<file path="src/rtl/bce_rml_pkg.sv">
// shared constants, types and helper functions for the row mean cross-entropy loss block
package bce_rml_pkg;

  localparam int PRED_W        = 16;
  localparam int LABEL_W       = 17;
  localparam int LOSS_W        = 20;
  localparam int ROWIDX_W      = 16;
  localparam int RW_W          = 11;
  localparam int MAX_WIDTH_DEF = 1024;

  localparam int MANT_W    = 16;
  localparam int EXP_W     = 4;
  localparam int NLOG_W    = 21;
  localparam int LN_W      = 20;
  localparam int OPA_W     = 21;
  localparam int OPB_W     = 17;
  localparam int PROD_W    = 38;
  localparam int SQR_STEPS = 16;
  localparam int FRAC_SH   = 16;

  localparam logic [LABEL_W-1:0] ONE_Q16  = 17'd65536;
  localparam logic [15:0]        LN2_Q16  = 16'd45426;
  localparam logic [LOSS_W-1:0]  LOSS_MAX = 20'hFFFFF;

  localparam logic [1:0] OP_SQR = 2'd0;
  localparam logic [1:0] OP_LN  = 2'd1;
  localparam logic [1:0] OP_MAC = 2'd2;

  typedef struct packed {
    logic [1:0]        op;
    logic [OPA_W-1:0]  opa;
    logic [OPB_W-1:0]  opb;
    logic [PROD_W-1:0] acc;
  } mul_req_t;

  typedef struct packed {
    logic [MANT_W-1:0] sqr_m;
    logic              sqr_bit;
    logic [LN_W-1:0]   ln;
    logic [PROD_W-1:0] mac;
  } mul_res_t;

  typedef struct packed {
    logic busy;
    logic done;
  } div_stat_t;

  function automatic logic [EXP_W-1:0] msb_index(input logic [MANT_W-1:0] x);
    logic [EXP_W-1:0] idx;
    idx = '0;
    for (int k = 0; k < MANT_W; k++) begin
      if (x[k]) idx = EXP_W'(k);
    end
    return idx;
  endfunction

  function automatic logic [MANT_W-1:0] normalise(input logic [MANT_W-1:0] x,
                                                 input logic [EXP_W-1:0] e);
    return x << (EXP_W'(MANT_W - 1) - e);
  endfunction

endpackage

</file>
<file path="src/rtl/bce_rml_if.sv">
// item channel interfaces: prediction/label input, row result output, width config
interface bce_rml_in_if;
  logic                             valid;
  logic                             ready;
  logic [bce_rml_pkg::PRED_W-1:0]   pred;
  logic [bce_rml_pkg::LABEL_W-1:0]  label;
  modport source (output valid, output pred, output label, input ready);
  modport sink   (input valid, input pred, input label, output ready);
endinterface

interface bce_rml_out_if;
  logic                              valid;
  logic                              ready;
  logic [bce_rml_pkg::LOSS_W-1:0]    row_loss;
  logic [bce_rml_pkg::ROWIDX_W-1:0]  row_index;
  modport source (output valid, output row_loss, output row_index, input ready);
  modport sink   (input valid, input row_loss, input row_index, output ready);
endinterface

interface bce_rml_cfg_if;
  logic                          valid;
  logic                          ready;
  logic [bce_rml_pkg::RW_W-1:0]  row_width;
  modport source (output valid, output row_width, input ready);
  modport sink   (input valid, input row_width, output ready);
endinterface

</file>
<file path="src/rtl/bce_row_mean_loss_top.sv">
// row mean binary cross-entropy loss, top level with sequencer and row state
//
//   port    | dir | handshake   | payload
//   in_ch   | in  | valid/ready | pred q0.16, label q1.16
//   out_ch  | out | valid/ready | row_loss q4.16, row_index
//   cfg_ch  | in  | valid/ready | row_width
//
// each item runs two 16-step squaring logarithms and four
// multiplies, all on the one shared multiplier
// the last item of a row adds the bit-serial divide by the row width and
// the result load
// rst_n is synchronous; a finished result waits in the output register while
// new items are taken, and the sequencer stalls only if a second result is due
module bce_row_mean_loss_top #(
  parameter int MAX_WIDTH = bce_rml_pkg::MAX_WIDTH_DEF
) (
  input  logic          clk,
  input  logic          rst_n,
  bce_rml_in_if.sink    in_ch,
  bce_rml_out_if.source out_ch,
  bce_rml_cfg_if.sink   cfg_ch
);
  import bce_rml_pkg::*;

  localparam int CNT_W  = $clog2(MAX_WIDTH + 1);
  localparam int SUM_W  = LOSS_W + CNT_W;
  localparam int STEP_W = $clog2(SQR_STEPS);

  localparam logic [2:0] S_IDLE = 3'd0;
  localparam logic [2:0] S_SQR  = 3'd1;
  localparam logic [2:0] S_LN   = 3'd2;
  localparam logic [2:0] S_MA   = 3'd3;
  localparam logic [2:0] S_MB   = 3'd4;
  localparam logic [2:0] S_ACC  = 3'd5;
  localparam logic [2:0] S_DIV  = 3'd6;
  localparam logic [2:0] S_OUT  = 3'd7;

  logic [2:0]          state_r, state_nxt;
  logic [RW_W-1:0]     width_r, width_nxt;
  logic [SUM_W-1:0]    sum_r, sum_nxt;
  logic [CNT_W-1:0]    cnt_r, cnt_nxt;
  logic [ROWIDX_W-1:0] row_r, row_nxt;
  logic                out_valid_r, out_valid_nxt;
  logic [LOSS_W-1:0]   out_loss_r, out_loss_nxt;
  logic [ROWIDX_W-1:0] out_idx_r, out_idx_nxt;

  logic [MANT_W-1:0]   m_r, m_nxt;
  logic [EXP_W-1:0]    e_r, e_nxt;
  logic [MANT_W-1:0]   frac_r, frac_nxt;
  logic [STEP_W-1:0]   step_r, step_nxt;
  logic                side_r, side_nxt;
  logic [MANT_W-1:0]   q_r, q_nxt;
  logic [LABEL_W-1:0]  y_r, y_nxt;
  logic [LN_W-1:0]     lnp_r, lnp_nxt;
  logic [LN_W-1:0]     lnq_r, lnq_nxt;
  logic [PROD_W-1:0]   acc_r, acc_nxt;
  logic [LOSS_W-1:0]   elem_r, elem_nxt;

  logic [PRED_W-1:0]   p_clip;
  logic [NLOG_W-1:0]   nlog2;
  logic [CNT_W-1:0]    w_eff;
  logic [CNT_W-1:0]    cnt_inc;
  logic [SUM_W-1:0]    sum_add;
  logic                row_end;
  logic [LOSS_W-1:0]   loss_sat;

  mul_req_t            mul_req;
  mul_res_t            mul_res;
  div_stat_t           div_stat;
  logic                div_start;
  logic [SUM_W-1:0]    div_quo;

  bce_rml_mul u_mul (
    .req (mul_req),
    .res (mul_res)
  );

  bce_rml_div #(
    .DIVIDEND_W (SUM_W),
    .DIVISOR_W  (CNT_W)
  ) u_div (
    .clk      (clk),
    .rst_n    (rst_n),
    .start    (div_start),
    .dividend (sum_add),
    .divisor  (w_eff),
    .stat     (div_stat),
    .quotient (div_quo)
  );

  assign p_clip  = (in_ch.pred == '0) ? PRED_W'(1) : in_ch.pred;
  assign nlog2   = {5'd16 - {1'b0, e_r}, 16'b0} - NLOG_W'(frac_r);
  assign cnt_inc = cnt_r + CNT_W'(1);
  assign sum_add = sum_r + SUM_W'(elem_r);
  assign row_end = cnt_inc >= w_eff;
  assign loss_sat = (|div_quo[SUM_W-1:LOSS_W]) ? LOSS_MAX : div_quo[LOSS_W-1:0];

  always_comb begin
    if (width_r == '0) begin
      w_eff = CNT_W'(1);
    end else if (32'(width_r) > 32'(MAX_WIDTH)) begin
      w_eff = CNT_W'(MAX_WIDTH);
    end else begin
      w_eff = CNT_W'(width_r);
    end
  end

  assign in_ch.ready      = (state_r == S_IDLE);
  assign cfg_ch.ready     = 1'b1;
  assign out_ch.valid     = out_valid_r;
  assign out_ch.row_loss  = out_loss_r;
  assign out_ch.row_index = out_idx_r;

  always_comb begin
    state_nxt     = state_r;
    width_nxt     = cfg_ch.valid ? cfg_ch.row_width : width_r;
    sum_nxt       = sum_r;
    cnt_nxt       = cnt_r;
    row_nxt       = row_r;
    out_valid_nxt = out_valid_r && !out_ch.ready;
    out_loss_nxt  = out_loss_r;
    out_idx_nxt   = out_idx_r;
    m_nxt         = m_r;
    e_nxt         = e_r;
    frac_nxt      = frac_r;
    step_nxt      = step_r;
    side_nxt      = side_r;
    q_nxt         = q_r;
    y_nxt         = y_r;
    lnp_nxt       = lnp_r;
    lnq_nxt       = lnq_r;
    acc_nxt       = acc_r;
    elem_nxt      = elem_r;
    mul_req       = '0;
    div_start     = 1'b0;

    case (state_r)
      S_IDLE: begin
        if (in_ch.valid) begin
          y_nxt    = (in_ch.label > ONE_Q16) ? ONE_Q16 : in_ch.label;
          q_nxt    = MANT_W'(ONE_Q16 - LABEL_W'(p_clip));
          e_nxt    = msb_index(p_clip);
          m_nxt    = normalise(p_clip, msb_index(p_clip));
          frac_nxt = '0;
          step_nxt = '0;
          side_nxt = 1'b0;
          state_nxt = S_SQR;
        end
      end
      S_SQR: begin
        mul_req.op  = OP_SQR;
        mul_req.opa = OPA_W'(m_r);
        mul_req.opb = OPB_W'(m_r);
        m_nxt       = mul_res.sqr_m;
        frac_nxt    = {frac_r[MANT_W-2:0], mul_res.sqr_bit};
        step_nxt    = step_r + STEP_W'(1);
        if (step_r == STEP_W'(SQR_STEPS - 1)) begin
          state_nxt = S_LN;
        end
      end
      S_LN: begin
        mul_req.op  = OP_LN;
        mul_req.opa = nlog2;
        mul_req.opb = OPB_W'(LN2_Q16);
        if (!side_r) begin
          lnp_nxt   = mul_res.ln;
          side_nxt  = 1'b1;
          e_nxt     = msb_index(q_r);
          m_nxt     = normalise(q_r, msb_index(q_r));
          frac_nxt  = '0;
          step_nxt  = '0;
          state_nxt = S_SQR;
        end else begin
          lnq_nxt   = mul_res.ln;
          state_nxt = S_MA;
        end
      end
      S_MA: begin
        mul_req.op  = OP_MAC;
        mul_req.opa = OPA_W'(lnp_r);
        mul_req.opb = y_r;
        mul_req.acc = '0;
        acc_nxt     = mul_res.mac;
        state_nxt   = S_MB;
      end
      S_MB: begin
        mul_req.op  = OP_MAC;
        mul_req.opa = OPA_W'(lnq_r);
        mul_req.opb = ONE_Q16 - y_r;
        mul_req.acc = acc_r;
        elem_nxt    = (|mul_res.mac[PROD_W-1:LOSS_W+FRAC_SH]) ? LOSS_MAX
                    : mul_res.mac[LOSS_W+FRAC_SH-1:FRAC_SH];
        state_nxt   = S_ACC;
      end
      S_ACC: begin
        if (row_end) begin
          div_start = 1'b1;
          sum_nxt   = '0;
          cnt_nxt   = '0;
          state_nxt = S_DIV;
        end else begin
          sum_nxt   = sum_add;
          cnt_nxt   = cnt_inc;
          state_nxt = S_IDLE;
        end
      end
      S_DIV: begin
        if (div_stat.done) begin
          state_nxt = S_OUT;
        end
      end
      S_OUT: begin
        if (!out_valid_r || out_ch.ready) begin
          out_valid_nxt = 1'b1;
          out_loss_nxt  = loss_sat;
          out_idx_nxt   = row_r;
          row_nxt       = row_r + ROWIDX_W'(1);
          state_nxt     = S_IDLE;
        end
      end
      default: begin
        state_nxt = S_IDLE;
      end
    endcase
  end

  always_ff @(posedge clk) begin
    if (!rst_n) begin
      state_r     <= S_IDLE;
      width_r     <= RW_W'(1);
      sum_r       <= '0;
      cnt_r       <= '0;
      row_r       <= '0;
      out_valid_r <= 1'b0;
    end else begin
      state_r     <= state_nxt;
      width_r     <= width_nxt;
      sum_r       <= sum_nxt;
      cnt_r       <= cnt_nxt;
      row_r       <= row_nxt;
      out_valid_r <= out_valid_nxt;
    end
  end

  always_ff @(posedge clk) begin
    out_loss_r <= out_loss_nxt;
    out_idx_r  <= out_idx_nxt;
    m_r        <= m_nxt;
    e_r        <= e_nxt;
    frac_r     <= frac_nxt;
    step_r     <= step_nxt;
    side_r     <= side_nxt;
    q_r        <= q_nxt;
    y_r        <= y_nxt;
    lnp_r      <= lnp_nxt;
    lnq_r      <= lnq_nxt;
    acc_r      <= acc_nxt;
    elem_r     <= elem_nxt;
  end

`ifndef SYNTHESIS
  a_mant_norm: assert property (@(posedge clk) disable iff (!rst_n)
    (state_r == S_SQR) |-> m_r[MANT_W-1]) else $error("mantissa left [1,2)");
  a_div_owner: assert property (@(posedge clk) disable iff (!rst_n)
    div_stat.busy |-> (state_r == S_DIV)) else $error("divider busy outside divide");
  a_row_cleared: assert property (@(posedge clk) disable iff (!rst_n)
    $rose(out_valid_r) |-> (cnt_r == '0 && sum_r == '0))
    else $error("row state not cleared at result");
`endif

endmodule

</file>
<file path="src/rtl/bce_rml_mul.sv">
// shared multiplier with squaring, log scaling and multiply-accumulate modes
module bce_rml_mul (
  input  bce_rml_pkg::mul_req_t req,
  output bce_rml_pkg::mul_res_t res
);
  import bce_rml_pkg::*;

  logic [PROD_W-1:0] prod;

  assign prod = PROD_W'(req.opa) * PROD_W'(req.opb);

  always_comb begin
    res = '0;
    case (req.op)
      OP_SQR: begin
        // square in q1.15, one fraction bit out, renormalise to [1,2)
        res.sqr_bit = prod[2*MANT_W-1];
        res.sqr_m   = prod[2*MANT_W-1] ? prod[2*MANT_W-1:MANT_W]
                                       : prod[2*MANT_W-2:MANT_W-1];
      end
      OP_LN: begin
        res.ln = prod[LN_W+FRAC_SH-1:FRAC_SH];
      end
      OP_MAC: begin
        res.mac = req.acc + prod;
      end
      default: begin
        res = '0;
      end
    endcase
  end

endmodule

</file>
<file path="src/rtl/bce_rml_div.sv">
// restoring divider, one quotient bit per cycle
module bce_rml_div #(
  parameter int DIVIDEND_W = 31,
  parameter int DIVISOR_W  = 11
) (
  input  logic                          clk,
  input  logic                          rst_n,
  input  logic                          start,
  input  logic [DIVIDEND_W-1:0]         dividend,
  input  logic [DIVISOR_W-1:0]          divisor,
  output bce_rml_pkg::div_stat_t        stat,
  output logic [DIVIDEND_W-1:0]         quotient
);
  import bce_rml_pkg::*;

  localparam int STEP_W = $clog2(DIVIDEND_W + 1);

  logic                  busy_r, busy_nxt;
  logic                  done_r, done_nxt;
  logic [STEP_W-1:0]     step_r, step_nxt;
  logic [DIVIDEND_W-1:0] quo_r, quo_nxt;
  logic [DIVISOR_W-1:0]  rem_r, rem_nxt;
  logic [DIVISOR_W-1:0]  divisor_r, divisor_nxt;
  logic [DIVISOR_W:0]    trial;
  logic [DIVISOR_W:0]    diff;
  logic                  ge;

  assign trial = {rem_r, quo_r[DIVIDEND_W-1]};
  assign ge    = trial >= {1'b0, divisor_r};
  assign diff  = trial - {1'b0, divisor_r};

  always_comb begin
    busy_nxt    = busy_r;
    done_nxt    = 1'b0;
    step_nxt    = step_r;
    quo_nxt     = quo_r;
    rem_nxt     = rem_r;
    divisor_nxt = divisor_r;
    if (start) begin
      busy_nxt    = 1'b1;
      step_nxt    = '0;
      quo_nxt     = dividend;
      rem_nxt     = '0;
      divisor_nxt = divisor;
    end else if (busy_r) begin
      quo_nxt  = {quo_r[DIVIDEND_W-2:0], ge};
      rem_nxt  = ge ? diff[DIVISOR_W-1:0] : trial[DIVISOR_W-1:0];
      step_nxt = step_r + STEP_W'(1);
      if (step_r == STEP_W'(DIVIDEND_W - 1)) begin
        busy_nxt = 1'b0;
        done_nxt = 1'b1;
      end
    end
  end

  always_ff @(posedge clk) begin
    if (!rst_n) begin
      busy_r <= 1'b0;
      done_r <= 1'b0;
    end else begin
      busy_r <= busy_nxt;
      done_r <= done_nxt;
    end
  end

  always_ff @(posedge clk) begin
    step_r    <= step_nxt;
    quo_r     <= quo_nxt;
    rem_r     <= rem_nxt;
    divisor_r <= divisor_nxt;
  end

  assign stat.busy = busy_r;
  assign stat.done = done_r;
  assign quotient  = quo_r;

`ifndef SYNTHESIS
  a_start_idle: assert property (@(posedge clk) disable iff (!rst_n)
    start |-> !busy_r) else $error("divider started while busy");
  a_start_busy: assert property (@(posedge clk) disable iff (!rst_n)
    start |=> busy_r) else $error("divider did not go busy");
  a_rem_bound: assert property (@(posedge clk) disable iff (!rst_n)
    busy_r |-> rem_r < divisor_r) else $error("partial remainder out of range");
  a_done_pulse: assert property (@(posedge clk) disable iff (!rst_n)
    done_r |=> !done_r) else $error("done held longer than one cycle");
`endif

endmodule
</file>
<file path="src/flat_wrapper.sv">
// flat-port wrapper written by rule: the top's interface ports become plain ports
module bce_row_mean_loss_top_flat import bce_rml_pkg::*;
#(
  parameter int MAX_WIDTH = bce_rml_pkg::MAX_WIDTH_DEF
)
  (clk, rst_n, in_ch_valid, in_ch_pred, in_ch_label, in_ch_ready, out_ch_valid, out_ch_row_loss, out_ch_row_index, out_ch_ready, cfg_ch_valid, cfg_ch_row_width, cfg_ch_ready);
  bce_rml_in_if in_ch_i ();
  bce_rml_out_if out_ch_i ();
  bce_rml_cfg_if cfg_ch_i ();
  input  logic clk;
  input  logic rst_n;
  input wire logic [$bits(in_ch_i.valid)-1:0] in_ch_valid;
  input wire logic [$bits(in_ch_i.pred)-1:0] in_ch_pred;
  input wire logic [$bits(in_ch_i.label)-1:0] in_ch_label;
  output wire logic [$bits(in_ch_i.ready)-1:0] in_ch_ready;
  output wire logic [$bits(out_ch_i.valid)-1:0] out_ch_valid;
  output wire logic [$bits(out_ch_i.row_loss)-1:0] out_ch_row_loss;
  output wire logic [$bits(out_ch_i.row_index)-1:0] out_ch_row_index;
  input wire logic [$bits(out_ch_i.ready)-1:0] out_ch_ready;
  input wire logic [$bits(cfg_ch_i.valid)-1:0] cfg_ch_valid;
  input wire logic [$bits(cfg_ch_i.row_width)-1:0] cfg_ch_row_width;
  output wire logic [$bits(cfg_ch_i.ready)-1:0] cfg_ch_ready;
  assign in_ch_i.valid = in_ch_valid;
  assign in_ch_i.pred = in_ch_pred;
  assign in_ch_i.label = in_ch_label;
  assign in_ch_ready = in_ch_i.ready;
  assign out_ch_valid = out_ch_i.valid;
  assign out_ch_row_loss = out_ch_i.row_loss;
  assign out_ch_row_index = out_ch_i.row_index;
  assign out_ch_i.ready = out_ch_ready;
  assign cfg_ch_i.valid = cfg_ch_valid;
  assign cfg_ch_i.row_width = cfg_ch_row_width;
  assign cfg_ch_ready = cfg_ch_i.ready;
  bce_row_mean_loss_top #(.MAX_WIDTH(MAX_WIDTH)) u_core (.clk(clk), .rst_n(rst_n), .in_ch(in_ch_i), .out_ch(out_ch_i), .cfg_ch(cfg_ch_i));
endmodule
</file>
<file path="config.mk">
export PLATFORM = sky130hd
export DESIGN_NAME = bce_row_mean_loss_top_flat
export DESIGN_NICKNAME = d
export VERILOG_FILES = /design/src/rtl/bce_rml_pkg.sv /design/src/rtl/bce_rml_if.sv /design/src/rtl/bce_row_mean_loss_top.sv /design/src/rtl/bce_rml_mul.sv /design/src/rtl/bce_rml_div.sv /design/src/flat_wrapper.sv
export SDC_FILE = /design/constraint.sdc
export NUM_CORES = 2
export LEC_CHECK = 0
export ABC_AREA = 1
export BUFFER_PORTS_ARGS = -buffer_cell sky130_fd_sc_hd__buf_2
export CORE_AREA = 5 5 253 255
export DETAILED_ROUTE_END_ITERATION = 8
export DIE_AREA = 0 0 258 260
export GPL_ROUTABILITY_DRIVEN = 1
export PLACE_DENSITY = 0.82
export SYNTH_ARGS = -nofsm -noshare
export SYNTH_HDL_FRONTEND = slang
export SYNTH_SLANG_ARGS = --single-unit
</file>
<file path="constraint.sdc">
create_clock -name clk -period 8.35 [get_ports clk]
set_input_delay 1.67 -clock clk [delete_from_list [all_inputs] [get_ports clk]]
set_output_delay 1.67 -clock clk [all_outputs]
set_load 0.005 [all_outputs]
</file>
==> impl_metrics.json <==
{
  "synthTopCellsByArea": "edfxtp_1 (23%), fa_1 (18%), nand2_1 (11%), inv_1 (9.2%), ha_1 (7.8%)",
  "worst_slack_ns": -0.979,
  "maxUsedRoutingLayer": "met4",
  "ctsRootBufferMaster": "clkbuf_16",
  "peakVddDrop_mv": 0.430,
  "routed_via_density": 5.54,
  "synth_area_per_cell_um2": 7.86,
  "postRouteWirelength_um": 101000,
  "initial_core_util_pct": 52.6,
  "gp_routability_congestion": 1.02,
  "ant_nets": 0,
  "slowest_stage": "fa_1",
  "finClkSkew_ns": 0.0262,
  "cts_buffer_depth": 3,
  "drive_above_1_share_pct": 24.5,
  "synth-edff-count": 250,
  "yosysWarnings": 0,
  "met3WireLength_um": 9610,
  "critical_path_required_ns": 8.65,
  "cts-buffers-inserted": 38,
  "path_class": "reg -> reg",
  "placed_cell_area_um2": 37200,
  "wl_met2_um": 48300,
  "finalHoldViolCount": 0,
  "wl_per_cell_um": 18.3,
  "grt_pass1_wl_um": 156000,
  "netlist.area_leader.share_pct": 23.3,
  "failed_checks": "setup timing",
  "cts_hold_buffers": 0,
  "seq_area_frac_synth_pct": 28.9,
  "finalSetupViolCount": 42,
  "rsz0062_at_grt": "true",
  "area_delta_synth_final_pct": 26.9,
  "place_hpwl_um": 74900,
  "clkTransAtPathRegs_ns": 0.06,
  "place.port_buffers": 86,
  "dieWidth_um": 258,
  "cp-end-kind": "flip-flop",
  "max_stage_delay_ns": 0.62,
  "synth-seq-cells": 341,
  "cp-start-kind": "flip-flop",
  "final_cell_mix": "nand2_1 (888), inv_1 (756), buf_4 (521), nor2_1 (362), fa_1 (282)",
  "antenna_found_initial": 0,
  "grt_max_degree": 62,
  "core_um2": 61400,
  "ios": 88,
  "n_antenna_cell": 0,
  "drt_iter0_drc": 3118,
  "stdcell_area_um2": 41000,
  "grt.overflow.total": 0,
  "path_common_cell": "inv_2",
  "period_minus_slack_ns": 9.33,
  "dieArea_um2": 67100,
  "drc": 0,
  "drt_pass1_iterations": 6,
  "tightest_slew_ns": 1.08,
  "cts_tree": "yes",
  "status": "finished with violations",
  "cp_max_fo": 9,
  "htreeDepth": 2,
  "hold_class": "reg -> reg",
  "ys.flop_type": "edfxtp_1",
  "grt_pass1_vias": 30500,
  "grt.total_usage_pct": 28.7,
  "synth_cell_type_count": 63,
  "rows": 91,
  "power.density_nw_per_um2": 358,
  "crit_arrival_ns": 9.62,
  "period_share_pct": 112,
  "clk_latency_ns": 0.57,
  "drt-met1-wl_um": 38400,
  "max_cap_viol_count": 0,
  "synthCells": 4106,
  "fmax_ghz": 0.107,
  "drv_slew": 0,
  "relSlewSlack_pct": 27.8,
  "synth_area_um2": 32300,
  "die_y_um": 260,
  "synthArstFlopShare_pct": 0,
  "final_common_cell": "nand2_1",
  "yosys.area.top_type": "edfxtp_1",
  "fin_nets": 5235,
  "pre_cts_ws_ns": -1.09,
  "clock-sinks": 341,
  "power_leakage_uw": 0.0200,
  "num_vias": 30600
}
[metrics by stage]
step           hold WS [ns]  TNS [ns]  util, %  power [µW]  instances
2_1_floorplan         0.429         0        -        6560       4114
3_3_place_gp          0.423    -23.04     60.6       10500       5344
3_5_place_dp          0.421    -29.78     60.6       10700       5344
4_1_cts               0.430    -14.71     65.1       13400       5486
5_1_grt               0.442    -43.49     66.7       15400       5514
6_report              0.429    -29.13     66.7       14700       5514
[layout make-up]
| type | count | area (µm²) |
|---|---|---|
| clock buffers | 52 | 1090 |
| clock inverters | 14 | 140 |
| fillers | 4521 | 20400 |
| inverters | 816 | 3070 |
| multi-input cells | 2844 | 21200 |
| flip-flops and latches | 341 | 9330 |
| well taps | 790 | 988 |
| repair buffers | 657 | 5140 |
[kinds of logic after synthesis]
family | Yosys count | synth area share (%)
buffers and inverters | 929 | 11.2
xor gates and xnor gates | 86 | 2.40
and+or+nand+nor | 1788 | 23.5
adders and majority gates | 488 | 25.6
AOI/OAI and AO/OA | 472 | 8.40
DFF | 341 | 28.9
other | 2 | 0.0233
[repair_timing]
action	CTS	global route
hold endpoints to repair	0	0
cloned	4	0
setup buffers	72	40
pin swaps	109	143
gates resized for setup	197	218
endpoints found under the setup margin	41	67
[cells in the mapped netlist (all sizes together), types with 14 or more instances]
library cell and number:
nor3 42, o21ai 149, edfxtp 250, dfxtp 91
nand4 37, clkbuf 62, buf 51, nor2 433
inv 809, nand3 242, xor2 57, ha 201
a31oi 14, nand2 989, xnor2 28, a21oi 211
or2 16, fa 287
[flip-flops by register name, summed over array words and instances, names as in the netlist, 3 cells and up]
name	flops
u_core.acc_r	38
u_core.sum_r	31
u_core.u_div.quotient	31
u_core.elem_r	20
u_core.lnp_r	20
u_core.lnq_r	20
u_core.out_ch.row_loss	20
u_core.y_r	17
u_core.frac_r	16
u_core.m_r	16
u_core.out_ch.row_index	16
u_core.q_r	16
u_core.row_r	16
u_core.cnt_r	11
u_core.u_div.divisor_r	11
u_core.u_div.rem_r	11
u_core.width_r	11
u_core.u_div.step_r	5
u_core.e_r	4
u_core.step_r	4
u_core.state_r	3
[power breakdown]
part           total, µW  leakage (µW)  internal (µW)  switching, µW
logic              10800        0.0164           4800           6020
registers           2160       0.00304           2060            106
clock network       1670      0.000607            977            696
[worst paths after layout]
kind,start,end,slack [ns],cells after the start
setup / recovery,u_core.y_r[0],u_core.elem_r[0],-0.98,51
hold / removal,u_core.width_r[10],u_core.u_div.divisor_r[10],0.43,0
setup reg to reg,u_core.y_r[0],u_core.elem_r[0],-0.98,51
hold reg to reg,u_core.width_r[10],u_core.u_div.divisor_r[10],0.43,0
[layer usage]
layer / global-route usage [%] / up-vias
li1: - / 14100
met1: 36.3 / 14500
met2: 48.0 / 1549
met3: 6.40 / 368
met4: 11.7 / 0
met5: 0 / -
[critical path: cells and delay by family (launching register included)]
kind / cells / cell delay, ns
fa+ha+maj: 9 / 3.80
simple gates: 23 / 2.52
buf+inv: 12 / 1.12
compound gates: 6 / 0.95
flops: 1 / 0.42
xor+xnor: 1 / 0.23
Note: power is estimated with default switching activity, not from simulation.
